**config.mk**
```make
export PLATFORM = sky130hd
export DESIGN_NAME = mcn_cross
export DESIGN_NICKNAME = d
export VERILOG_FILES = /design/src/mcn_pkg.sv /design/src/mcn_cross.sv
export SDC_FILE = /design/constraint.sdc
export NUM_CORES = 2
export LEC_CHECK = 0
export BUFFER_PORTS_ARGS = -buffer_cell sky130_fd_sc_hd__buf_4
export CAP_MARGIN = 25
export CORE_MARGIN = 2
export CORE_UTILIZATION = 55
export DETAILED_ROUTE_END_ITERATION = 12
export PLACE_DENSITY = 0.74
export SLEW_MARGIN = 10
export SYNTH_ARGS = -nofsm -noshare
export SYNTH_HDL_FRONTEND = slang
export SYNTH_SLANG_ARGS = --single-unit
```
**constraint.sdc**
```tcl
create_clock -name aclk -period 11.6 [get_ports aclk]
set_input_delay 1.16 -clock aclk [delete_from_list [all_inputs] [get_ports aclk]]
set_output_delay 1.16 -clock aclk [all_outputs]
set_load 0.005 [all_outputs]
```
**src/mcn_pkg.sv**
```systemverilog
// mcn_pkg: shared types and constants of the mesh cell normal unit
// used by every module of the block; depends on nothing

package mcn_pkg;

    // vertex store size and the widths that follow from it
    localparam int MAX_POINTS = 8;
    localparam int IDX_W      = $clog2(MAX_POINTS);
    localparam int CNT_W      = $clog2(MAX_POINTS + 1);

    // datapath widths
    localparam int COORD_W = 24;
    localparam int EDGE_W  = COORD_W + 1;
    localparam int PROD_W  = 2 * EDGE_W;
    localparam int VEC_W   = PROD_W + 2;
    localparam int NRM_W   = 16;
    localparam int SUM_W   = NRM_W + $clog2(MAX_POINTS);
    localparam int TYPE_W  = 3;

    // cell type codes
    localparam logic [TYPE_W-1:0] TYPE_TRI   = 3'd3;
    localparam logic [TYPE_W-1:0] TYPE_POLY4 = 3'd4;
    localparam logic [TYPE_W-1:0] TYPE_POLY5 = 3'd5;

    // one vertex, x in the lowest bits
    typedef struct packed {
        logic signed [COORD_W-1:0] z;
        logic signed [COORD_W-1:0] y;
        logic signed [COORD_W-1:0] x;
    } point_t;

    typedef logic signed [VEC_W-1:0] vec_t;
    typedef logic signed [NRM_W-1:0] nrm_t;

endpackage

```
**src/mcn_cross.sv**
```systemverilog
// mcn_cross: cross product of two triangle edges on one shared multiplier
// depends on mcn_pkg

module mcn_cross (
    input  logic            aclk,
    input  logic            aresetn,
    input  logic            start,
    input  mcn_pkg::point_t pa,
    input  mcn_pkg::point_t pb,
    input  mcn_pkg::point_t pc,
    output logic            done,
    output mcn_pkg::vec_t   cx,
    output mcn_pkg::vec_t   cy,
    output mcn_pkg::vec_t   cz
);

    localparam logic [1:0] C_IDLE = 2'd0;
    localparam logic [1:0] C_MUL  = 2'd1;
    localparam logic [1:0] C_DONE = 2'd2;

    logic [1:0] st_reg;
    logic [2:0] step_reg;
    logic signed [mcn_pkg::EDGE_W-1:0] ux_reg, uy_reg, uz_reg, wx_reg, wy_reg, wz_reg;
    logic signed [mcn_pkg::PROD_W-1:0] prod_reg;
    mcn_pkg::vec_t n_reg [3];
    logic signed [mcn_pkg::EDGE_W-1:0] op_a, op_b;
    logic [2:0]    acc_step;
    mcn_pkg::vec_t prod_ext;

    // operand selection for each of the six products
    always_comb begin
        op_a = uy_reg;
        op_b = wz_reg;
        case (step_reg)
            3'd0: begin op_a = uy_reg; op_b = wz_reg; end
            3'd1: begin op_a = uz_reg; op_b = wy_reg; end
            3'd2: begin op_a = uz_reg; op_b = wx_reg; end
            3'd3: begin op_a = ux_reg; op_b = wz_reg; end
            3'd4: begin op_a = ux_reg; op_b = wy_reg; end
            3'd5: begin op_a = uy_reg; op_b = wx_reg; end
            default: begin op_a = uy_reg; op_b = wz_reg; end
        endcase
    end

    assign acc_step = step_reg - 3'd1;
    assign prod_ext = mcn_pkg::vec_t'(prod_reg);

    // edge setup, multiply, then accumulate one product behind
    always_ff @(posedge aclk) begin
        if (!aresetn) begin
            st_reg   <= C_IDLE;
            step_reg <= '0;
        end else begin
            unique case (st_reg)
                C_IDLE: begin
                    if (start) begin
                        ux_reg   <= mcn_pkg::EDGE_W'(pb.x) - mcn_pkg::EDGE_W'(pa.x);
                        uy_reg   <= mcn_pkg::EDGE_W'(pb.y) - mcn_pkg::EDGE_W'(pa.y);
                        uz_reg   <= mcn_pkg::EDGE_W'(pb.z) - mcn_pkg::EDGE_W'(pa.z);
                        wx_reg   <= mcn_pkg::EDGE_W'(pc.x) - mcn_pkg::EDGE_W'(pa.x);
                        wy_reg   <= mcn_pkg::EDGE_W'(pc.y) - mcn_pkg::EDGE_W'(pa.y);
                        wz_reg   <= mcn_pkg::EDGE_W'(pc.z) - mcn_pkg::EDGE_W'(pa.z);
                        step_reg <= '0;
                        st_reg   <= C_MUL;
                    end
                end
                C_MUL: begin
                    if (step_reg < 3'd6) begin
                        prod_reg <= op_a * op_b;
                    end
                    if (step_reg != 3'd0) begin
                        if (acc_step[0] == 1'b0) begin
                            n_reg[acc_step[2:1]] <= prod_ext;
                        end else begin
                            n_reg[acc_step[2:1]] <= n_reg[acc_step[2:1]] - prod_ext;
                        end
                    end
                    step_reg <= step_reg + 3'd1;
                    if (step_reg == 3'd6) begin
                        st_reg <= C_DONE;
                    end
                end
                C_DONE: begin
                    st_reg <= C_IDLE;
                end
                default: begin
                    st_reg <= C_IDLE;
                end
            endcase
        end
    end

    assign done = (st_reg == C_DONE);
    assign cx   = n_reg[0];
    assign cy   = n_reg[1];
    assign cz   = n_reg[2];

endmodule

```
### Yosys cells after proc, flatten, opt, wreduce, memory -nomap -nowiden

Memories as Yosys holds them, arrays and structs flattened.
Cells that the tools add are included.

* flip-flop bits (word level): 205
* bits in writable memories: 156
* input bits: 219
* logic and storage cells: 61
* memories kept: 1

* add/sub/neg operators: 9
* multipliers: 1
* order comparisons: 1
* equal/unequal tests: 10
* mux-type cells: 18
* bitwise logic cells: 1
* reductions and logical operators: 11

Memories
* n_reg: depth 3, bits a word 52, rd ports 4, clocked after memory_dff 0, wr ports 1, RTL line mcn_cross.sv:25 `mcn_pkg::vec_t n_reg [3];`

Operators by type and width (count)
* $sub 24x24->25: 6
* $pmux 25 s2: 2
* $mux 52: 1
* $sub 52x50->52: 1
* $mul 25x25->50: 1
* $mux 1: 10
* $eq 3x3->1 const B: 3
* $reduce_or 2->1: 4
* $eq 3x2->1 const B: 2
* $pmux 3 s2: 1
* $reduce_and 3->1: 2
* $mux 2: 2
* $ne 2x2->1 const B: 2
* $pmux 2 s2: 1
* $reduce_and 2->1: 2
* $add 3x1->3 const B: 1
* $eq 3x1->1 const B: 1
* $lt 3x3->1 const B: 1
* $mux 3: 1
* $reduce_bool 3->1: 1
* $sub 3x1->3 const B: 1
* $eq 2x1->1 const B: 1
* $eq 2x2->1 const B: 1
* $logic_not 2->1: 1
* 2 further kinds: 2

### Logic depth before layout (Yosys ltp)

* depth after elaboration: 7
* gate-level depth with buffers: 36
* gate-level depth less buffers: 34

### Least setup slack after synthesis

No wires, ideal clock.

* path type: register to register
* from: register step_reg[2]
* to: register prod_reg[48] in the netlist's numbering, data pin
* setup time: 0.262 ns
* arrival time: 8.027 ns
* path slack: 3.311 ns
* stages on the path, launching flop included: 33
* path buffers: 3
* clock period less this slack: 8.289 ns
* path through: dfxtp_1 > clkbuf_1 > mux2_2 > nor2_1 > clkbuf_1 > nand2_1 > nand2_1 > clkbuf_1 > nand2_1 > fa_1 > inv_1 > fa_1 > inv_1 > fa_1 > fa_1 > inv_1 > fa_1 > fa_1 > inv_1 > fa_1 > inv_1 > ha_1 > a21o_1 > a21o_1 > a21oi_1 > nand2_1 > nand3b_1 > a31oi_1 > a211oi_1 > o221ai_1 > o2bb2ai_1 > o21ai_1 > xor2_1

* cells in the longest elaborated chain, start to end: 4
* elaborated cells between the ends (all ways): 12
* classes of those cells: 1 x mul; 5 x eq/ne; 2 x mux; 4 x reduce/logical

RTL lines
* start: declaration: RTL line mcn_cross.sv:22 `logic [2:0] step_reg;`
* start signal: assignment: RTL line mcn_cross.sv:78 `step_reg <= step_reg + 3'd1;`
* $eq 3x3->1 (tied with other cells): RTL line mcn_cross.sv:34 `case (step_reg)`
* $reduce_or 2->1 (no line)
* $pmux 25 s2: RTL line mcn_cross.sv:34
* $mul 25x25->50 *: RTL line mcn_cross.sv:69 `prod_reg <= op_a * op_b;`
* end signal: assignment: RTL line mcn_cross.sv:69
* end: declaration: RTL line mcn_cross.sv:24 `logic signed [mcn_pkg::PROD_W-1:0] prod_reg;`

Mark *: on every way between the ends. The rest lies on a longest branch, timed or not.
A chain may end at the register's enable or synchronous reset.

### Worst setup path after layout

Ends and elaborated chain as after synthesis.

==> metrics.md <==
| Metric | Value |
|---|---|
| Cell occurring most often along the worst timing path | `fa_1` |
| Syn_nets | `5,881` |
| MaxCap Viol Count | `0` |
| Synthesized netlist cell count | `4,656` |
| Post-synth EDFFs | `408` |
| Tightest Pin Transition | `1.126 ns` |
| Pin count of the biggest net entering global routing | `100` |
| Wire length of the first global-routing pass | `203,800 um` |
| Top fanout value on the critical path | `23` |
| Worst-case reg-to-reg path depth | `30` |
| Dominant synthesized flop cell | `edfxtp_1` |
| Ranking of synthesized cells by instance count | `835 x inv_1, 665 x fa_1, 561 x nand2_1, 446 x nor2_1, 408 x edfxtp_1` |
| Cell taking the most area after synthesis | `fa_1` |
| Clock tree from TritonCTS | `built` |
| Worst reg2reg path endpoint | `prod_reg[48]` |
| Root cell of the clock tree | `clkbuf_16` |
| TritonCTS Sinks | `413` |
| DPL Wire Length | `105,900 um` |
| Core region area | `83,950 um2` |
| Register area share after synthesis | `26.41%` |
| WL/cell | `21.37 um` |
| DRT iter0 DRCs | `2,603` |
| Number of flip-flops under the largest register name | `208` |
| Drt first pass iters | `6` |
| Starting density of the core | `55.71%` |
| # nets final | `6,195` |
| Ys async rst share | `0%` |
| Share of post-route cells with drive strength above 1 | `11.61%` |
| Critical Path End Type | `register` |
| I/O pin total | `376` |
| CP Data Required Time | `11.94 ns` |
| Clock transition at the registers of the reported paths | `0.07 ns` |
| Vias in the first global route | `36,410` |
| Number of unique standard cell types used by synthesis | `85` |
| Clock Latency Late Sink | `0.59 ns` |
| Mean instance size in the synthesized netlist | `10.05 um2` |
| Post-detailed-routing wire length | `131,200 um` |
| Relative area change from synthesis to final layout | `11.81%` |
| Post-CTS setup buffer count | `0` |
| Unrepaired setup endpoints after global routing | `false` |
| Worst rel slew slack | `24.75%` |
| CP Launch Type | `register` |
| Worst setup path class | `register to register` |
| Yosys Warn Count | `0` |
| Run status | `finished, final reports clean` |
| Max Freq | `102.8 MHz` |
| Launch point of the worst reg-to-reg path | `step_reg[2]` |
| Final sum of negative setup slack | `0 ns` |
| Area fraction of the dominant cell type after synthesis | `28.46%` |
| Netlist area before placement | `46,770 um2` |
| Flip-flop and latch area | `12,350 um2` |
| Count of cells resized by post-cts repair | `0` |
| Clock tree skew after final layout | `0.03035 ns` |
| Synthesis-stage register bit count | `413` |
| Die outline area | `87,390 um2` |
| Die X-Extent | `295.6 um` |
| Worst Hold End | `st_reg[0]` |
| Std cell rows | `106` |
| Area of combinational cells with multiple inputs | `30,820 um2` |
| Min-delay worst type | `register to register` |
| Final clock period utilization by the worst path | `83.88%` |
| Antenna violations before repair | `1` |
| Overall overflow remaining after global route | `0` |
| Number of vias in the routed layout | `34,960` |
| FILL cells | `7,016` |
| Vertical die dimension | `295.6 um` |
| Num CTS Buffers | `43` |
| Drc violations | `0` |
| Master of the slowest instance on the critical path | `nand2_1` |
| Via count normalized by instance count | `5.696` |
| Remaining number of nets flagged by the antenna check after routing | `0` |
| Max-slew violation total from the final report | `0` |
| Start point of the worst hold path | `st_reg[0]` |
| Placer's final routability congestion estimate | `1.002` |
| Highest cell delay on the worst timing path | `0.76 ns` |
| Most repeated cell in the gate-level netlist after synthesis | `inv_1` |
| Number of H-tree branching levels | `2` |
| Min Clock Period, post-route | `9.730 ns` |
| Final Setup Violations | `0` |
| Synth top area cells | `fa_1 28%, edfxtp_1 26%, ha_1 9.1%` |
| Number of hold buffers added after cts | `0` |
| Final hold viol count | `0` |
| Critical path data arrival time | `10.07 ns` |
| Combined global-route utilization of all metal layers | `30.76%` |
| Reg2Reg Setup Slack | `1.87 ns` |
| Number of buffers on the longest clock path | `3` |
| Number of buffer cells added on primary ports | `375` |
| Hold depth | `1` |
==> worst max-delay path: cells and delay by family, from the launching register on <==
family / cells / cell delay (ns)
buffers and inverters: 6 / 0.48
multiplexers: 1 / 0.48
adder cells (fa/ha/maj): 8 / 3.85
AND/OR/NAND/NOR: 9 / 2.84
AO/OA/AOI/OAI: 5 / 1.03
XOR/XNOR: 1 / 0.08
flip-flops: 1 / 0.71
==> metal layers <==
layer	track usage [%]	wire length, um	up-vias
li1	-	-	15770
met1	41.37	53300	17190
met2	49.66	59620	1689
met3	5.988	12530	319
met4	11.86	5731	0
met5	0	0	-
==> through the flow <==
stage          hold WS [ns]  instance area [um2]  cells  worst slack (ns)  utilization [%]
2_1_floorplan        0.5217                46770   4656             3.311                -
3_3_place_gp         0.5550                50810   6056             2.211            60.53
3_5_place_dp         0.5420                50810   6056             2.017            60.53
4_1_cts              0.5637                52230   6134             2.001            62.21
5_1_grt              0.6132                52290   6137             1.409            62.29
6_report             0.5701                52290   6138             1.870            62.29
==> kinds of logic after synthesis <==
| family | share of synthesized area (%) |
|---|---|
| AOI/OAI and AO/OA | 9.730 |
| and+or+nand+nor | 11.82 |
| adders and majority gates | 37.59 |
| buffers and inverters | 7.876 |
| DFF | 26.41 |
| xor gates and xnor gates | 3.951 |
| muxes | 2.622 |
==> cell usage in the layout (no fill, tap or decap), types with 11 or more instances in the layout <==
cell type	instances
inv_1	835
fa_1	665
nand2_1	560
nor2_1	442
buf_4	412
edfxtp_1	408
ha_1	340
a21oi_1	174
xnor2_1	153
o21ai_0	119
a21o_1	83
xor2_1	57
mux4_2	52
a22oi_1	51
and2_1	48
nor3_1	45
clkbuf_16	45
nand3_1	44
nand2b_1	43
nor2b_1	41
o21a_1	33
a31oi_1	26
o21ai_1	24
o21bai_1	23
nand4_1	19
a211oi_1	19
and3_1	17
o211ai_1	16
o31ai_1	15
a21boi_0	15
or3_1	11
==> worst max path at each step <==
stage / start / endpoint / slack (ns) / depth (start not counted)
2_1_floorplan: step_reg[2] / prod_reg[48] / 3.31 / 32
3_3_place_gp: step_reg[2] / prod_reg[48] / 2.21 / 29
3_5_place_dp: step_reg[2] / prod_reg[48] / 2.02 / 30
4_1_cts: step_reg[2] / prod_reg[48] / 2.00 / 30
5_1_grt: step_reg[2] / prod_reg[48] / 1.41 / 27
6_report: step_reg[2] / prod_reg[48] / 1.87 / 30
==> final cells by class <==
cell class	count	share of cell area, %
Multi-Input combinational cell	3262	58.93
Antenna cell	1	0.004785
Clock buffer	49	2.182
Inverter	835	5.994
Timing Repair Buffer	415	6.034
Clock inverter	29	0.5240
Tap cell	1134	2.713
Sequential cell	413	23.62
Power is not shown: default switching activity piles up to over one toggle a cycle in this logic, so the estimate is an artifact.
