--- config.mk ---
export PLATFORM = sky130hd
export DESIGN_NAME = mcn_norm
export DESIGN_NICKNAME = d
export VERILOG_FILES = /design/src/mcn_pkg.sv /design/src/mcn_norm.sv
export SDC_FILE = /design/constraint.sdc
export NUM_CORES = 2
export LEC_CHECK = 0
export ABC_CLOCK_PERIOD_IN_PS = 19490
export CAP_MARGIN = 30
export CELL_PAD_IN_SITES_DETAIL_PLACEMENT = 0
export CELL_PAD_IN_SITES_GLOBAL_PLACEMENT = 1
export CORE_AREA = 2 2 591 358
export CTS_CLUSTER_DIAMETER = 60
export CTS_CLUSTER_SIZE = 14
export DETAILED_ROUTE_END_ITERATION = 8
export DIE_AREA = 0 0 593 360
export DONT_BUFFER_PORTS = 1
export GPL_TIMING_DRIVEN = 0
export PLACE_DENSITY = 0.63
export REMOVE_ABC_BUFFERS = 1
export SLEW_MARGIN = 10
export SYNTH_ARGS = -nofsm -noshare
export SYNTH_HDL_FRONTEND = slang
export SYNTH_SLANG_ARGS = --single-unit
--- constraint.sdc ---
create_clock -name aclk -period 19.49 [get_ports aclk]
set_input_delay 0.9745 -clock aclk [delete_from_list [all_inputs] [get_ports aclk]]
set_output_delay 0.9745 -clock aclk [all_outputs]
set_load 0.03 [all_outputs]
--- src/mcn_pkg.sv ---
// mcn_pkg: shared types and constants of the mesh cell normal unit
// used by every module of the block; depends on nothing

package mcn_pkg;

    // vertex store size and the widths that follow from it
    localparam int MAX_POINTS = 8;
    localparam int IDX_W      = $clog2(MAX_POINTS);
    localparam int CNT_W      = $clog2(MAX_POINTS + 1);

    // datapath widths
    localparam int COORD_W = 24;
    localparam int EDGE_W  = COORD_W + 1;
    localparam int PROD_W  = 2 * EDGE_W;
    localparam int VEC_W   = PROD_W + 2;
    localparam int NRM_W   = 16;
    localparam int SUM_W   = NRM_W + $clog2(MAX_POINTS);
    localparam int TYPE_W  = 3;

    // cell type codes
    localparam logic [TYPE_W-1:0] TYPE_TRI   = 3'd3;
    localparam logic [TYPE_W-1:0] TYPE_POLY4 = 3'd4;
    localparam logic [TYPE_W-1:0] TYPE_POLY5 = 3'd5;

    // one vertex, x in the lowest bits
    typedef struct packed {
        logic signed [COORD_W-1:0] z;
        logic signed [COORD_W-1:0] y;
        logic signed [COORD_W-1:0] x;
    } point_t;

    typedef logic signed [VEC_W-1:0] vec_t;
    typedef logic signed [NRM_W-1:0] nrm_t;

endpackage

--- src/mcn_norm.sv ---
// mcn_norm: vector normalization to q1.14 with a bit-serial square root and divider
// depends on mcn_pkg

module mcn_norm (
    input  logic          aclk,
    input  logic          aresetn,
    input  logic          start,
    input  mcn_pkg::vec_t vx,
    input  mcn_pkg::vec_t vy,
    input  mcn_pkg::vec_t vz,
    output logic          done,
    output mcn_pkg::nrm_t nx,
    output mcn_pkg::nrm_t ny,
    output mcn_pkg::nrm_t nz
);

    localparam logic [2:0] N_IDLE  = 3'd0;
    localparam logic [2:0] N_SHIFT = 3'd1;
    localparam logic [2:0] N_SQ    = 3'd2;
    localparam logic [2:0] N_SQRT  = 3'd3;
    localparam logic [2:0] N_DLOAD = 3'd4;
    localparam logic [2:0] N_DIV   = 3'd5;
    localparam logic [2:0] N_DONE  = 3'd6;

    localparam int MAG_W = mcn_pkg::VEC_W;
    localparam int DIV_W = 48;
    localparam int Q_W   = 15;

    logic [2:0]       st_reg;
    logic [MAG_W-1:0] mag_reg [3];
    logic             neg_reg [3];
    logic [59:0]      prod_reg;
    logic [63:0]      acc_reg, s_reg, r_reg, bit_reg;
    logic [DIV_W-1:0] rem_reg, den_reg;
    logic [Q_W-1:0]   q_reg;
    logic [3:0]       cnt_reg;
    logic [1:0]       comp_reg;
    mcn_pkg::nrm_t    o_reg [3];

    logic [MAG_W-1:0] mx;
    logic [63:0]      trial;
    logic [Q_W-1:0]   q_next;
    logic             rem_ge;
    mcn_pkg::nrm_t    q_signed;

    // largest magnitude
    always_comb begin
        mx = mag_reg[0];
        if (mag_reg[1] > mx) mx = mag_reg[1];
        if (mag_reg[2] > mx) mx = mag_reg[2];
    end

    assign trial    = r_reg + bit_reg;
    assign rem_ge   = (rem_reg >= den_reg);
    assign q_next   = {q_reg[Q_W-2:0], rem_ge};
    assign q_signed = neg_reg[comp_reg] ? -mcn_pkg::nrm_t'({1'b0, q_next})
                                        :  mcn_pkg::nrm_t'({1'b0, q_next});

    // sequencer: scale, sum of squares, square root, three divisions; a zero vector gives a zero result
    always_ff @(posedge aclk) begin
        if (!aresetn) begin
            st_reg <= N_IDLE;
        end else begin
            unique case (st_reg)
                N_IDLE: begin
                    if (start) begin
                        mag_reg[0] <= vx[MAG_W-1] ? MAG_W'(-vx) : MAG_W'(vx);
                        mag_reg[1] <= vy[MAG_W-1] ? MAG_W'(-vy) : MAG_W'(vy);
                        mag_reg[2] <= vz[MAG_W-1] ? MAG_W'(-vz) : MAG_W'(vz);
                        neg_reg[0] <= vx[MAG_W-1];
                        neg_reg[1] <= vy[MAG_W-1];
                        neg_reg[2] <= vz[MAG_W-1];
                        if (vx == '0 && vy == '0 && vz == '0) begin
                            o_reg[0] <= '0;
                            o_reg[1] <= '0;
                            o_reg[2] <= '0;
                            st_reg   <= N_DONE;
                        end else begin
                            st_reg <= N_SHIFT;
                        end
                    end
                end
                // one bit a cycle until the largest lies in [2^29, 2^30)
                N_SHIFT: begin
                    if (mx[MAG_W-1:30] != '0) begin
                        mag_reg[0] <= mag_reg[0] >> 1;
                        mag_reg[1] <= mag_reg[1] >> 1;
                        mag_reg[2] <= mag_reg[2] >> 1;
                    end else if (!mx[29]) begin
                        mag_reg[0] <= mag_reg[0] << 1;
                        mag_reg[1] <= mag_reg[1] << 1;
                        mag_reg[2] <= mag_reg[2] << 1;
                    end else begin
                        cnt_reg <= '0;
                        acc_reg <= '0;
                        st_reg  <= N_SQ;
                    end
                end
                // square each component, accumulate one behind
                N_SQ: begin
                    if (cnt_reg < 4'd3) begin
                        prod_reg <= mag_reg[cnt_reg[1:0]][29:0] * mag_reg[cnt_reg[1:0]][29:0];
                    end
                    if (cnt_reg != 4'd0) begin
                        acc_reg <= acc_reg + 64'(prod_reg);
                    end
                    cnt_reg <= cnt_reg + 4'd1;
                    if (cnt_reg == 4'd3) begin
                        s_reg   <= acc_reg + 64'(prod_reg);
                        r_reg   <= '0;
                        bit_reg <= 64'd1 << 62;
                        st_reg  <= N_SQRT;
                    end
                end
                // integer square root, one result bit a cycle
                N_SQRT: begin
                    if (bit_reg == '0) begin
                        comp_reg <= '0;
                        st_reg   <= N_DLOAD;
                    end else begin
                        if (s_reg >= trial) begin
                            s_reg <= s_reg - trial;
                            r_reg <= (r_reg >> 1) + bit_reg;
                        end else begin
                            r_reg <= r_reg >> 1;
                        end
                        bit_reg <= bit_reg >> 2;
                    end
                end
                // numerator 2*m*16384 + r, divisor 2*r aligned to the top quotient bit
                N_DLOAD: begin
                    rem_reg <= DIV_W'({mag_reg[comp_reg][29:0], 15'd0}) + DIV_W'(r_reg[31:0]);
                    den_reg <= DIV_W'({r_reg[32:0], 15'd0});
                    q_reg   <= '0;
                    cnt_reg <= '0;
                    st_reg  <= N_DIV;
                end
                // restoring division, one quotient bit a cycle
                N_DIV: begin
                    if (rem_ge) begin
                        rem_reg <= rem_reg - den_reg;
                    end
                    q_reg   <= q_next;
                    den_reg <= den_reg >> 1;
                    cnt_reg <= cnt_reg + 4'd1;
                    if (cnt_reg == 4'(Q_W - 1)) begin
                        o_reg[comp_reg] <= q_signed;
                        if (comp_reg == 2'd2) begin
                            st_reg <= N_DONE;
                        end else begin
                            comp_reg <= comp_reg + 2'd1;
                            st_reg   <= N_DLOAD;
                        end
                    end
                end
                N_DONE: begin
                    st_reg <= N_IDLE;
                end
                default: begin
                    st_reg <= N_IDLE;
                end
            endcase
        end
    end

    assign done = (st_reg == N_DONE);
    assign nx   = o_reg[0];
    assign ny   = o_reg[1];
    assign nz   = o_reg[2];

endmodule

### Word level (Yosys, flattened, before mapping)

Memory sizes are Yosys's and may differ from the RTL's. A register that Yosys moved wholly into a read port is not among the register bits.
Index checks and enable logic that the tools add are counted.

| cells by class | value |
|---|---|
| bitwise operators | 6 |
| shift operators | 0 |
| muxes and demuxes | 75 |
| add/subtract/negate cells | 12 |
| reductions and logical operators | 25 |
| multiply operators | 1 |
| divide/modulo/power cells | 0 |
| $lt $le $gt $ge | 5 |
| equality and inequality tests | 20 |

Operator list:

| kind | count |
|---|---|
| $mux W64 | 11 |
| $mux W52 | 11 |
| $pmux W64 S2 | 4 |
| $pmux W48 S2 | 2 |
| $logic_not A52 Y1 | 3 |
| $neg A52 Y52 | 3 |
| $gt A52 B52 Y1 | 2 |
| $add A63 B64 Y64 | 1 |
| $add A64 B60 Y64 | 1 |
| $add A64 B64 Y64 | 1 |
| $ge A64 B64 Y1 | 1 |
| $logic_not A64 Y1 | 1 |
| $sub A64 B64 Y64 | 1 |
| $mul A30 B30 Y60 | 1 |
| $ge A48 B48 Y1 | 1 |
| $mux W48 | 1 |
| $sub A48 B48 Y48 | 1 |
| $add A45 B32 Y46 | 1 |
| $mux W16 | 2 |
| $pmux W14 S2 | 1 |
| $mux W1 | 23 |
| $ne A2 B2 Y1 const B | 11 |
| $reduce_bool A22 Y1 | 1 |
| $mux W3 | 7 |
| other kinds (28) | 52 |

| storage, ports and cells | value |
|---|---|
| word-level logic and storage cells | 158 |
| ROM bits | 0 |
| output and inout bits | 49 |
| bits in latches | 0 |
| memory bits (writable) | 207 |
| memories kept | 3 |
| flip-flop bits (word level) | 435 |

Memories:

| name | words | width | read ports | clocked after Yosys merged registers in | wr ports | RTL line | RTL |
|---|---|---|---|---|---|---|---|
| mag_reg | 3 | 52 | 5 | 2 | 3 | mcn_norm.sv:30 | `logic [MAG_W-1:0] mag_reg [3];` |
| o_reg | 3 | 16 | 3 | 0 | 3 | mcn_norm.sv:38 | `mcn_pkg::nrm_t o_reg [3];` |
| neg_reg | 3 | 1 | 1 | 1 | 3 | mcn_norm.sv:31 | `logic neg_reg [3];` |

### Logic depth before layout (Yosys ltp)

An unclocked memory read counts as a cell.

| logic depth | value |
|---|---|
| word-level depth | 12 |
| gate-level depth with buffers | 36 |

### Worst setup path after synthesis

Ideal clock, no wire load.

| timing path | value |
|---|---|
| kind | reg2reg |
| start point | register r_reg[4] |
| end point | register s_reg[0], enable pin |
| data arrival time | 10.376 ns |
| period minus slack after synthesis | 10.958 ns |
| cell stages (with the launch flop) | 26 |
| slack | 8.532 ns |
| cells stage by stage | edfxtp_1 ha_1 nand2_1 o21ai_0 a21oi_1 o21ai_1 a31oi_1 o41ai_1 a31o_2 a31oi_1 o21bai_1 a31oi_1 xor2_1 ha_1 and3_1 and2_1 nand2b_1 or3_1 nor4_1 a211oi_1 o2bb2ai_1 a21oi_1 clkbuf_1 buf_1 nand2_1 a211oi_1 |

| between the ends | value |
|---|---|
| word-level cells in the longest chain between the ends | 4 |

Ends and longest elaborated chain:

| element | RTL line | RTL |
|---|---|---|
| start, declared | mcn_norm.sv:33 | `logic [63:0] acc_reg, s_reg, r_reg, bit_reg;` |
| start signal, assigned | mcn_norm.sv:123 | `r_reg <= (r_reg >> 1) + bit_reg;` |
| start signal, assigned | mcn_norm.sv:125 | `r_reg <= r_reg >> 1;` |
| $add A64 B64 Y64 | mcn_norm.sv:53 | `assign trial = r_reg + bit_reg;` |
| $ge A64 B64 Y1 | mcn_norm.sv:121 | `if (s_reg >= trial) begin` |
| $ne A2 B2 Y1 (no line) | -- |  |
| $reduce_and A5 Y1 (no line) | -- |  |
| end signal, assigned | mcn_norm.sv:109 | `s_reg <= acc_reg + 64'(prod_reg);` |
| end signal, assigned | mcn_norm.sv:122 | `s_reg <= s_reg - trial;` |
| end, declared | mcn_norm.sv:33 |  |

Every way passes these cells.
A chain may end at the register's enable or synchronous reset.

==> out/metrics.cfg <==
[timing]
setup_viol = 0
hold_viol = 0
post-route-min-period_ns = 11.51
fin_ws_ns = 7.98
post-route-period-util_pct = 59.0
relSlewSlack_pct = 26.1
rsz0062_at_grt = no
finClkSkew_ns = 0.0386
holdWs_ns = 0.392
fmax_mhz = 86.9
worst_pin_slew_ns = 1.11
drv_slew = 0

[floorplan]
num_rows = 130
die_w_um = 593
die_h_um = 360
core_um2 = 208000
initial_core_util_pct = 34.8
die_area_um2 = 213000
pin_count = 208

[setup_path]
critPathMostFrequentCell = fa_1
critPathLaunchType = flop
cp_max_fo = 24
critPathKind = reg -> reg
slowest_stage = a221oi_1
crit_path_end_kind = flop
max_stage_delay_ns = 0.69
critPathRequiredTime_ns = 19.92
arrival_ns = 11.93

[yosys]
synth.top_cells.by_count = 1,109 x inv_1, 832 x nand2_1, 698 x fa_1
seq_area_frac_synth_pct = 25.3
syn_area_um2 = 72500
synthAdderAreaFrac_pct = 30.0
post_synth_and_or_nand_nor_area_fraction_pct = 13.2
synthTopCellsByArea = edfxtp_1 25%, fa_1 19%, ha_1 11%
yosysMostFrequentCell = inv_1
yosys_warnings = 0
synth_top_area_share_pct = 25.1
synth_ff_type = edfxtp_1
synth_area_leader_cell = edfxtp_1
synthDistinctLibCells = 87
syn_area_per_cell_um2 = 9.12
synthXorXnorAreaFrac_pct = 6.37
synthMuxAreaShare_pct = 3.30
synth_top_family_by_area = adder cells
ys_seq_elements = 613
synth_edf_count = 606
synthCells = 7948
synth-compound-area-share_pct = 14.4
synth_async_sr_flop_share_pct = 0

[min_path]
hold_path.class = in -> reg

[route]
drc_errors = 0
wl_per_cell_um = 22.5
drtIter0Drc = 5303
first_pass_iters = 5
wl_um = 239000
route.antenna.remaining_nets = 0
vias = 57100
viasPerCell = 5.37

[finish]
fill_cells = 20900
fin_nets = 9302
syn2layout_area_growth_pct = 9.20
final_cells = 10600
largest_reg_flops = 156
drive_gt1_share_pct = 3.98

[clocking]
ctsHoldBuffers = 0
cts.htree.levels = 2
clk_latency_ns = 0.71
cts_setup_buffers = 0
clockBufferDepth = 3
cts_tree = done
cts_root_buf = clkbuf_16
clkSinkCount = 613
cts.repair.resized = 0
clk_pin_slew_ns = 0.08
cts_buffers = 54

[place]
hpwl_um = 196000
gp_congestion = 0.900
place_inst = 10500
io_buffers = 0
place_ws_ns = 8.16

[global_routing]
use_met1_pct = 37.7
grt_pass1_vias = 55500
grt.total_usage_pct = 22.2
met3_usage_pct = 5.49
grt-busiest-layer = met1
grt_pass1_wl_um = 361000
antenna_found_initial = 7
grt.overflow.total = 0
grt_start_max_net_pins = 65
use_met2_pct = 27.6

[run_status]
outcome = completed

[run]
drv_cap = 0

-- final cells by class --
type | instances | area (um^2) | area share (%)
antenna | 3 | 7.51 | 0.00949
clock buffer | 74 | 1440 | 1.82
clock inverter | 16 | 225 | 0.285
inverter | 1117 | 4200 | 5.30
multi-input combinational | 5906 | 49000 | 62.0
sequential | 613 | 18300 | 23.2
tap | 2772 | 3470 | 4.38
timing repair buffer | 132 | 2400 | 3.03
-- metal layers --
layer	vias up	share of wire [%]
li1	26800	-
met1	28200	54
met2	2004	36
met3	133	9.5
met4	0	0.96
met5	-	0
-- cell usage in the layout, fill, tap and decap left out, types with 42 or more instances in the layout --
master and instances:
a21o_1 217, nor2_1 674, mux2i_1 232, nand4_1 89, o31ai_1 69, nor2b_1 46, ha_1 621, fa_1 698
nand3_1 76, nor3_1 71, a211oi_1 63, o21ai_0 551, xnor2_1 327, o21bai_1 54, xor2_1 200, clkbuf_16 54
nand2_1 830, edfxtp_1 606, a31oi_1 89, and3_1 42, inv_1 1107, buf_16 44, a21oi_1 360, nand2b_1 47
and2_1 69, or3_1 56
-- cells by family (layout without fill, tap and decap cells) --
logic type,after synthesis,after routing
AO/OA/AOI/OAI,1686,1686
XOR/XNOR,527,527
adder cells (fa/ha/maj),1319,1319
buffers and inverters,1429,1339
flip-flops,613,613
multiplexers,238,238
other,0,3
AND/OR/NAND/NOR,2136,2136
-- critical path, delay by kind of cell (launching register included) --
kind            cells  cell delay (ns)
flops               1             0.58
mux                 1             0.21
buf+inv             9             1.74
simple gates        3             0.62
fa+ha+maj           9             4.59
compound gates     10             3.40
-- path summary, 6_finish.rpt --
path	to	cells past startpoint	slack [ns]	start
setup reg to reg	prod_reg[56]	32	7.98	flop
setup / recovery	prod_reg[56]	32	7.98	flop
hold / removal	neg_reg[1]	0	0.39	vy[51]
hold reg to reg	den_reg[12]	2	0.55	den_reg[13]
-- per-stage QoR --
step,util (%),area [um^2],setup TNS [ns]
finish,38.0,79100,0
global route,38.0,79100,0
CTS,38.0,79100,0
detailed placement,37.2,77400,0
global placement,35.9,74700,-4735.07
floorplan,-,71300,-1187.99
Power is left out: the tool's default activity adds up to more than one toggle a clock period on the data nets, which glitch-free logic cannot reach.
