**config.mk**
```make
export PLATFORM = sky130hd
export DESIGN_NAME = mcn_vstore
export DESIGN_NICKNAME = d
export VERILOG_FILES = /design/src/mcn_pkg.sv /design/src/mcn_vstore.sv
export SDC_FILE = /design/constraint.sdc
export NUM_CORES = 1
export LEC_CHECK = 0
export BUFFER_PORTS_ARGS = -buffer_cell sky130_fd_sc_hd__clkbuf_2
export CAP_MARGIN = 10
export CORE_ASPECT_RATIO = 1.1
export CORE_MARGIN = 8
export CORE_UTILIZATION = 60
export DETAILED_ROUTE_END_ITERATION = 6
export GPL_TIMING_DRIVEN = 0
export PLACE_DENSITY = 0.79
export SLEW_MARGIN = 20
export SYNTH_ARGS = -nofsm -noshare
export SYNTH_HDL_FRONTEND = slang
export SYNTH_SLANG_ARGS = --single-unit
```
**constraint.sdc**
```tcl
create_clock -name aclk -period 17.1 [get_ports aclk]
set_input_delay 3.42 -clock aclk [delete_from_list [all_inputs] [get_ports aclk]]
set_output_delay 3.42 -clock aclk [all_outputs]
set_load 0.02 [all_outputs]
```
**src/mcn_pkg.sv**
```systemverilog
// mcn_pkg: shared types and constants of the mesh cell normal unit
// used by every module of the block; depends on nothing

package mcn_pkg;

    // vertex store size and the widths that follow from it
    localparam int MAX_POINTS = 8;
    localparam int IDX_W      = $clog2(MAX_POINTS);
    localparam int CNT_W      = $clog2(MAX_POINTS + 1);

    // datapath widths
    localparam int COORD_W = 24;
    localparam int EDGE_W  = COORD_W + 1;
    localparam int PROD_W  = 2 * EDGE_W;
    localparam int VEC_W   = PROD_W + 2;
    localparam int NRM_W   = 16;
    localparam int SUM_W   = NRM_W + $clog2(MAX_POINTS);
    localparam int TYPE_W  = 3;

    // cell type codes
    localparam logic [TYPE_W-1:0] TYPE_TRI   = 3'd3;
    localparam logic [TYPE_W-1:0] TYPE_POLY4 = 3'd4;
    localparam logic [TYPE_W-1:0] TYPE_POLY5 = 3'd5;

    // one vertex, x in the lowest bits
    typedef struct packed {
        logic signed [COORD_W-1:0] z;
        logic signed [COORD_W-1:0] y;
        logic signed [COORD_W-1:0] x;
    } point_t;

    typedef logic signed [VEC_W-1:0] vec_t;
    typedef logic signed [NRM_W-1:0] nrm_t;

endpackage

```
**src/mcn_vstore.sv**
```systemverilog
// mcn_vstore: vertex store of the current cell, one write and one read port
// depends on mcn_pkg

module mcn_vstore (
    input  logic                     aclk,
    input  logic                     wr_en,
    input  logic [mcn_pkg::IDX_W-1:0] wr_addr,
    input  mcn_pkg::point_t          wr_data,
    input  logic [mcn_pkg::IDX_W-1:0] rd_addr,
    output mcn_pkg::point_t          rd_data
);

    mcn_pkg::point_t mem [mcn_pkg::MAX_POINTS];
    mcn_pkg::point_t rd_data_reg;

    // write port
    always_ff @(posedge aclk) begin
        if (wr_en) begin
            mem[wr_addr] <= wr_data;
        end
    end

    // registered read port
    always_ff @(posedge aclk) begin
        rd_data_reg <= mem[rd_addr];
    end

    assign rd_data = rd_data_reg;

endmodule

```
-- Word level (Yosys, flattened, before mapping)
Memories as Yosys holds them, arrays and structs flattened. A register that Yosys moved wholly into a read port is not among the register bits.
Index checks and enable logic that the tools add are counted.
- input bits: 80
- output and inout bits: 72
- register bits after elaboration: 0
- bits in writable memories: 576
- memories kept: 1
- word-level logic and storage cells: 3
- memory list (name ; words ; bits a word ; read ports ; clocked after memory_dff ; write ports ; RTL line ; text):
    mem ; 8 ; 72 ; 1 ; 1 ; 1 ; mcn_vstore.sv:13 ; mcn_pkg::point_t mem [mcn_pkg::MAX_POINTS];
- muxes and demuxes: 2
- operator list (kind ; number):
    $mux W1 ; 2

-- Logic depth before layout (Yosys ltp)
Gate-level depths: netlist (run 1).
- word-level depth: 2
- depth in mapped cells: 5
- mapped depth without buffers: 2

-- Least setup slack after synthesis (run 1)
No wires, ideal clock.
- kind: input to register
- from: input port wr_addr[2] in the netlist's numbering
- to: memory mem[0][0] in the netlist's numbering (enable)
- path slack: 8.023 ns
- arrival time: 8.486 ns
- setup time: 0.592 ns
- buffers on the path: 0
- required time: 16.508 ns
- stages: 2
- path through: nand2b_1 nor3_1
- RTL lines (item ; RTL line ; text):
    start: declaration ; mcn_vstore.sv:7 ; input logic [mcn_pkg::IDX_W-1:0] wr_addr,
    end: declaration ; mcn_vstore.sv:13 ;
No word-level cell before the write port.

-- Worst setup path in the final report (run 1)
- from: input port wr_addr[2] in the netlist's numbering
- to: memory mem[0][22] in the netlist's numbering (enable)
No word-level cell before the write port.

==> flow_summary.yaml, run 1 <==
floorplanning:
  start_util: 0.602
  floorplan.die_area_mm2: 0.0455
  die-width_um: 204
  core-area_mm2: 0.0388
  chip_height_um: 223
  top_ports: 152
  row_count: 76
synth:
  synth_largest_area_cell: "sky130_fd_sc_hd__edfxtp_1"
  syn-num-nets: 997
  post-synth-top-area-fraction: 0.740
  synth_area_mm2: 0.0234
  synth_seq_cells: 648
  yosys-top-cells-area: "sky130_fd_sc_hd__edfxtp_1 (74%), sky130_fd_sc_hd__mux4_2 (14%), sky130_fd_sc_hd__dfxtp_1 (6.2%), sky130_fd_sc_hd__mux2_4 (3.9%), sky130_fd_sc_hd__buf_12 (0.60%)"
  yosysWarningCount: 0
  netlist-cell-type-count: 15
  dominantRegCellSynth: "sky130_fd_sc_hd__edfxtp_1"
  synth-edff-count: 576
  synthArstFlopShare: 0
  postSynthCellCount: 917
  ys_seq_area_frac: 0.802
  syn_area_per_cell_um2: 25.5
critical_path:
  crit_path_max_fanout: 8
  path_class: "in -> reg"
  cp_data_arrival_time_ps: 5210
  critical_path.startpoint_type: "primary input"
  critPathCaptureType: "flip-flop"
  critPathRequiredTime_ps: 17380
cells_and_area:
  syn2layout_area_growth_pct: 17.7
  largest_register_ffs: 576
  stdcell_area_mm2: 0.0275
  filler_cell_count: 2195
  layout.core_utilization: 0.709
  finish.cell_count_without_fillers: 1727
  final_layout_size_suffix_gt1_frac: 0.439
  nNetsFinal: 1249
placement:
  io_buffers: 148
  place_inst: 1616
  gp_congestion: 0.678
  place_area_mm2: 0.0255
  post-dp-hpwl_um: 28900
  setup_ws_pre_cts_ps: 11570
clock_tree:
  cts.path.max_buffers: 3
  ctsHoldBuffers: 0
  number_of_levels_the_h_tree_was_split_into: 2
  post_cts_resize_count: 0
  clk_pin_slew_worst_paths_ps: 60
  clock_insertion_delay_worst_skew_ps: 580
  tritoncts.num_buffers: 58
  post-cts-setup-buffer-count: 0
  root_driver: "sky130_fd_sc_hd__clkbuf_16"
  tritoncts: "done"
  clkSinkCount: 648
power:
  netSwitchingFraction: 0.201
  totalPowerFinal_mw: 3.37
  power.density_mw_per_mm2: 122
  cellLeakagePower_nw: 9.42
  power_switching_uw: 676
  p_comb_frac: 0.063
  p_seq_frac: 0.537
  clockPowerShare: 0.400
  worst_ir_drop_vdd_v: 0.0000943
  internal_power_mw: 2.69
grt:
  met2_usage: 0.331
  via_count_of_the_first_global_routing_pass: 11005
  gr-max-usage-layer: "met2"
  antenna_found_initial: 4
  global_route_wire_length_before_repair_um: 69100
  grt_use_total: 0.204
  grt_overflow_total: 0
  grt_max_degree: 22
  grtUsageMet1: 0.281
  global_route.usage.met3: 0.0366
sta:
  rsz0062_at_grt: "no"
  min_clock_period_post_route_ps: 4930
  hold_violations: 0
  timing.clock.skew_ps: 9.92
  slew_violations: 0
  worst_hold_margin_ps: 681
  clock.fmax_ghz: 0.203
  timing.slew.headroom: 0.325
  timing_worst_slew_pin_value_ps: 1010
  finalWorstSetupSlack_ps: 12170
  timing.final.setup_violations: 0
  min_period_over_period: 0.288
  tns_setup_ps: 0
routing:
  route.final.wire_length_um: 46100
  dr_pass1_iterations: 5
  violation_count_after_the_first_detailed_routing_iteration: 937
  wl_per_cell_um: 26.7
  routed_via_density: 5.98
  route.detailed.drc: 0
  detailroute.via_count: 10325
  drt.antenna.violating_nets: 0
outcome:
  status: "complete, no violations"
hold_path:
  hold_path_class: "reg -> reg"
flow_run:
  max-cap-violations: 0
==> layer usage <==
layer / vias up / part of all wire
met5: - / 0.00061
met4: 4 / 0.025
met3: 87 / 0.069
met2: 405 / 0.50
met1: 5434 / 0.41
li1: 4395 / -
==> cell usage in the layout, fill, tap and decap left out, types with 12 or more instances in the layout <==
cell,instances
sky130_fd_sc_hd__buf_12,19
sky130_fd_sc_hd__mux4_2,144
sky130_fd_sc_hd__edfxtp_1,576
sky130_fd_sc_hd__dfxtp_1,72
sky130_fd_sc_hd__clkbuf_16,59
sky130_fd_sc_hd__mux2_4,60
sky130_fd_sc_hd__mux2_2,12
sky130_fd_sc_hd__clkbuf_1,18
sky130_fd_sc_hd__buf_4,17
sky130_fd_sc_hd__clkinv_2,12
sky130_fd_sc_hd__buf_2,16
sky130_fd_sc_hd__clkbuf_8,12
sky130_fd_sc_hd__clkbuf_2,149
==> final cells by class <==
| type | count | area (µm²) | share of cell area |
|---|---|---|---|
| Sequential cell | 648 | 18700 | 0.681 |
| Multi-Input combinational cell | 229 | 4390 | 0.160 |
| Clock buffer | 80 | 1680 | 0.0609 |
| Timing Repair Buffer | 192 | 1420 | 0.0518 |
| Tap cell | 507 | 634 | 0.0231 |
| Clock inverter | 29 | 347 | 0.0126 |
| Buffer | 40 | 293 | 0.0106 |
| Antenna cell | 2 | 5.00 | 0.000182 |
==> synth_stat cells, types with 2 or more instances <==
library cell,count
sky130_fd_sc_hd__buf_1,6
sky130_fd_sc_hd__buf_12,7
sky130_fd_sc_hd__buf_2,16
sky130_fd_sc_hd__clkbuf_1,9
sky130_fd_sc_hd__dfxtp_1,72
sky130_fd_sc_hd__edfxtp_1,576
sky130_fd_sc_hd__mux2_2,12
sky130_fd_sc_hd__mux2_4,60
sky130_fd_sc_hd__mux4_2,144
sky130_fd_sc_hd__nand2_1,2
sky130_fd_sc_hd__nand2b_1,3
sky130_fd_sc_hd__nor2_1,6
sky130_fd_sc_hd__nor3_1,2
==> cells by family (layout without fill, tap and decap cells) <==
| family | count (synthesis) | after routing | share of synthesized area |
|---|---|---|---|
| flops | 648 | 648 | 0.802 |
| simple gates | 13 | 13 | 0.00252 |
| other cells | 0 | 2 | 0 |
| mux | 216 | 216 | 0.183 |
| buf+inv | 40 | 341 | 0.0125 |
==> worst max-delay path: stages <==
cell,delay [ps]
sky130_fd_sc_hd__clkbuf_2,90
sky130_fd_sc_hd__nand2b_1,300
sky130_fd_sc_hd__nor3_2,420
sky130_fd_sc_hd__buf_4,290
sky130_fd_sc_hd__buf_4,240
sky130_fd_sc_hd__buf_4,240
sky130_fd_sc_hd__buf_4,200
==> power by group through the flow <==
stage | Combinational, mW | Clock (mW) | Sequential [mW]
2_1_floorplan | 0.106 | 0 | 1.86
3_3_place_gp | 0.198 | 0 | 1.84
3_5_place_dp | 0.214 | 0 | 1.84
4_1_cts | 0.216 | 1.37 | 1.81
5_1_grt | 0.226 | 1.43 | 1.81
6_report | 0.213 | 1.35 | 1.81
==> worst paths after layout <==
kind,from,end,slack [ps],cells past startpoint
worst max-delay path,wr_addr[2],mem[0][22],12170,7
worst min-delay path,mem[4][24],rd_data[24],680,2
worst max register to register,mem[7][68],rd_data[68],15820,2
worst min register to register,mem[4][24],rd_data[24],680,2
Power figures use the tool's default switching activity.
==> inputs of run 2 (changes only) <==
CORE_UTILIZATION = 54   (was 60)
PLACE_DENSITY = 0.75   (was 0.79)
clock period = 4.51 ns   (was 17.1 ns; I/O delays follow)
==> run 2 against run 1 <==
First-iteration DRC count decreased by 4.5%. Sequential power grew to 3.8 times the previous value. Global-route usage fell by 1.9 points. Combinational power increased to 3.8 times the previous value. Setup slack worse by 9800 ps. Cell count increased by 3.9%. Via count fell by 1.6%. Flip-flop and latch count unchanged. Clock skew increased by 14 ps. Sequential share of layout area fell by 1.0 points. Worst hold slack lost 130 ps. Critical path type unchanged.
==> flow_summary.yaml, run 2 (synthesis results as in run 1) <==
sta:
  min_clock_period_post_route_ps: 2170
  timing.clock.skew_ps: 23.7
  min_period_over_period: 0.481
  rsz0062_at_grt: "no"
  timing_worst_slew_pin_value_ps: 1040
  hold_violations: 0
  clock.fmax_ghz: 0.461
  timing.final.setup_violations: 0
  timing.slew.headroom: 0.304
  slew_violations: 0
power:
  p_comb_frac: 0.062
  p_seq_frac: 0.522
  power_switching_mw: 2.61
  power.density_mw_per_mm2: 470
  internal_power_mw: 10.5
  cellLeakagePower_nw: 9.53
  netSwitchingFraction: 0.199
  worst_ir_drop_vdd_v: 0.000321
  clockPowerShare: 0.416
  totalPowerFinal_mw: 13.1
clock_tree:
  post-cts-setup-buffer-count: 0
  post_cts_resize_count: 0
  number_of_levels_the_h_tree_was_split_into: 2
  clk_pin_slew_worst_paths_ps: 60
  tritoncts: "done"
  cts.path.max_buffers: 3
  clock_insertion_delay_worst_skew_ps: 620
  root_driver: "sky130_fd_sc_hd__clkbuf_16"
  tritoncts.num_buffers: 60
  clkSinkCount: 648
  ctsHoldBuffers: 0
critical_path:
  critical_path.startpoint_type: "primary input"
  critPathCaptureType: "flip-flop"
  cp_data_arrival_time_ps: 2650
  crit_path_max_fanout: 10
  critPathRequiredTime_ps: 4990
  path_class: "in -> reg"
grt:
  global_route_wire_length_before_repair_um: 68800
  grt_use_total: 0.185
  grt_max_degree: 21
  grt_overflow_total: 0
  antenna_found_initial: 7
  via_count_of_the_first_global_routing_pass: 10762
cells_and_area:
  largest_register_ffs: 576
  area.sequential_mm2: 0.0187
  nNetsFinal: 1246
  multi_input_comb_area_mm2: 0.00441
  final_layout_size_suffix_gt1_frac: 0.438
  finish.cell_count_without_fillers: 1794
  layout.core_utilization: 0.649
  stdcell_area_mm2: 0.0279
  layout.cells.most_common: "sky130_fd_sc_hd__edfxtp_1"
  filler_cell_count: 2753
  syn2layout_area_growth_pct: 19.5
  layout.cells.most_common_list: "sky130_fd_sc_hd__edfxtp_1 (576), sky130_fd_sc_hd__clkbuf_2 (149), sky130_fd_sc_hd__mux4_2 (144), sky130_fd_sc_hd__dfxtp_1 (72), sky130_fd_sc_hd__clkbuf_16 (62)"
outcome:
  status: "complete, no violations"
routing:
  violation_count_after_the_first_detailed_routing_iteration: 895
  drt.antenna.violating_nets: 0
  detailroute.via_count: 10163
  wl_per_cell_um: 25.7
  dr_pass1_iterations: 5
  route.final.wire_length_um: 46200
  routed_via_density: 5.66
  route.detailed.drc: 0
floorplanning:
  chip_height_um: 234
  start_util: 0.543
  core-area_mm2: 0.0430
  top_ports: 152
  row_count: 80
  floorplan.die_area_mm2: 0.0502
  die-width_um: 214
placement:
  io_buffers: 148
  post-dp-hpwl_um: 29000
  place_area_mm2: 0.0257
  gp_congestion: 0.696
  place_inst: 1678
hold_path:
  hold_path_class: "in -> reg"
flow_run:
  max-cap-violations: 0
-- run 2: cell types whose count changed in the layout (fill, tap and decap cells not counted), moves of 4 or more --
cell / previous run / this run
sky130_fd_sc_hd__buf_4: 17 / 0
sky130_fd_sc_hd__buf_8: 0 / 14
sky130_fd_sc_hd__buf_16: 9 / 16
sky130_fd_sc_hd__buf_6: 7 / 1
sky130_fd_sc_hd__clkbuf_1: 18 / 23
sky130_fd_sc_hd__clkinv_1: 6 / 2
-- run 2: metrics by stage --
step	setup TNS [ps]	hold WS, ps	setup WS [ps]
floorplan	-16470	656	-114
global placement	-1161770	662	-3380
detailed placement	0	671	1680
CTS	0	515	2350
global route	0	547	2270
finish	0	546	2340
-- run 2: worst max-delay path, stage by stage --
cell and delay [ps]:
sky130_fd_sc_hd__buf_2 330, sky130_fd_sc_hd__buf_2 390, sky130_fd_sc_hd__buf_2 370, sky130_fd_sc_hd__mux4_2 360, sky130_fd_sc_hd__mux2_4 280
-- run 2: layout make-up --
type	count	area share
Antenna cell	2	0.000179
Buffer	40	0.0105
Tap cell	574	0.0257
Clock inverter	26	0.0151
Multi-Input combinational cell	229	0.158
Clock buffer	88	0.0634
Timing Repair Buffer	187	0.0563
Sequential cell	648	0.671
-- run 2: worst paths after layout --
path	startpoint	endpoint	slack [ps]	cells past startpoint
hold / removal	wr_data[17]	mem[1][17]	550	1
hold reg to reg	mem[6][56]	rd_data[56]	680	2
setup reg to reg	mem[5][49]	rd_data[49]	3220	2
setup / recovery	rd_addr[2]	rd_data[31]	2340	5
-- run 2: power by group through the flow --
| stage | Combinational, mW | Clock (mW) | Sequential [mW] |
|---|---|---|---|
| global route | 0.871 | 5.76 | 6.86 |
| finish | 0.814 | 5.46 | 6.85 |
| global placement | 0.762 | 0 | 6.98 |
| CTS | 0.832 | 5.55 | 6.85 |
| floorplan | 0.402 | 0 | 7.05 |
| detailed placement | 0.829 | 0 | 6.97 |
-- run 2: metal layers --
| layer | vias to the layer above | global-route usage | routed length, µm |
|---|---|---|---|
| met5 | - | 0 | 36 |
| met4 | 8 | 0.0596 | 994 |
| met3 | 73 | 0.0450 | 2890 |
| met2 | 311 | 0.298 | 22400 |
| met1 | 5379 | 0.251 | 19900 |
| li1 | 4392 | - | - |
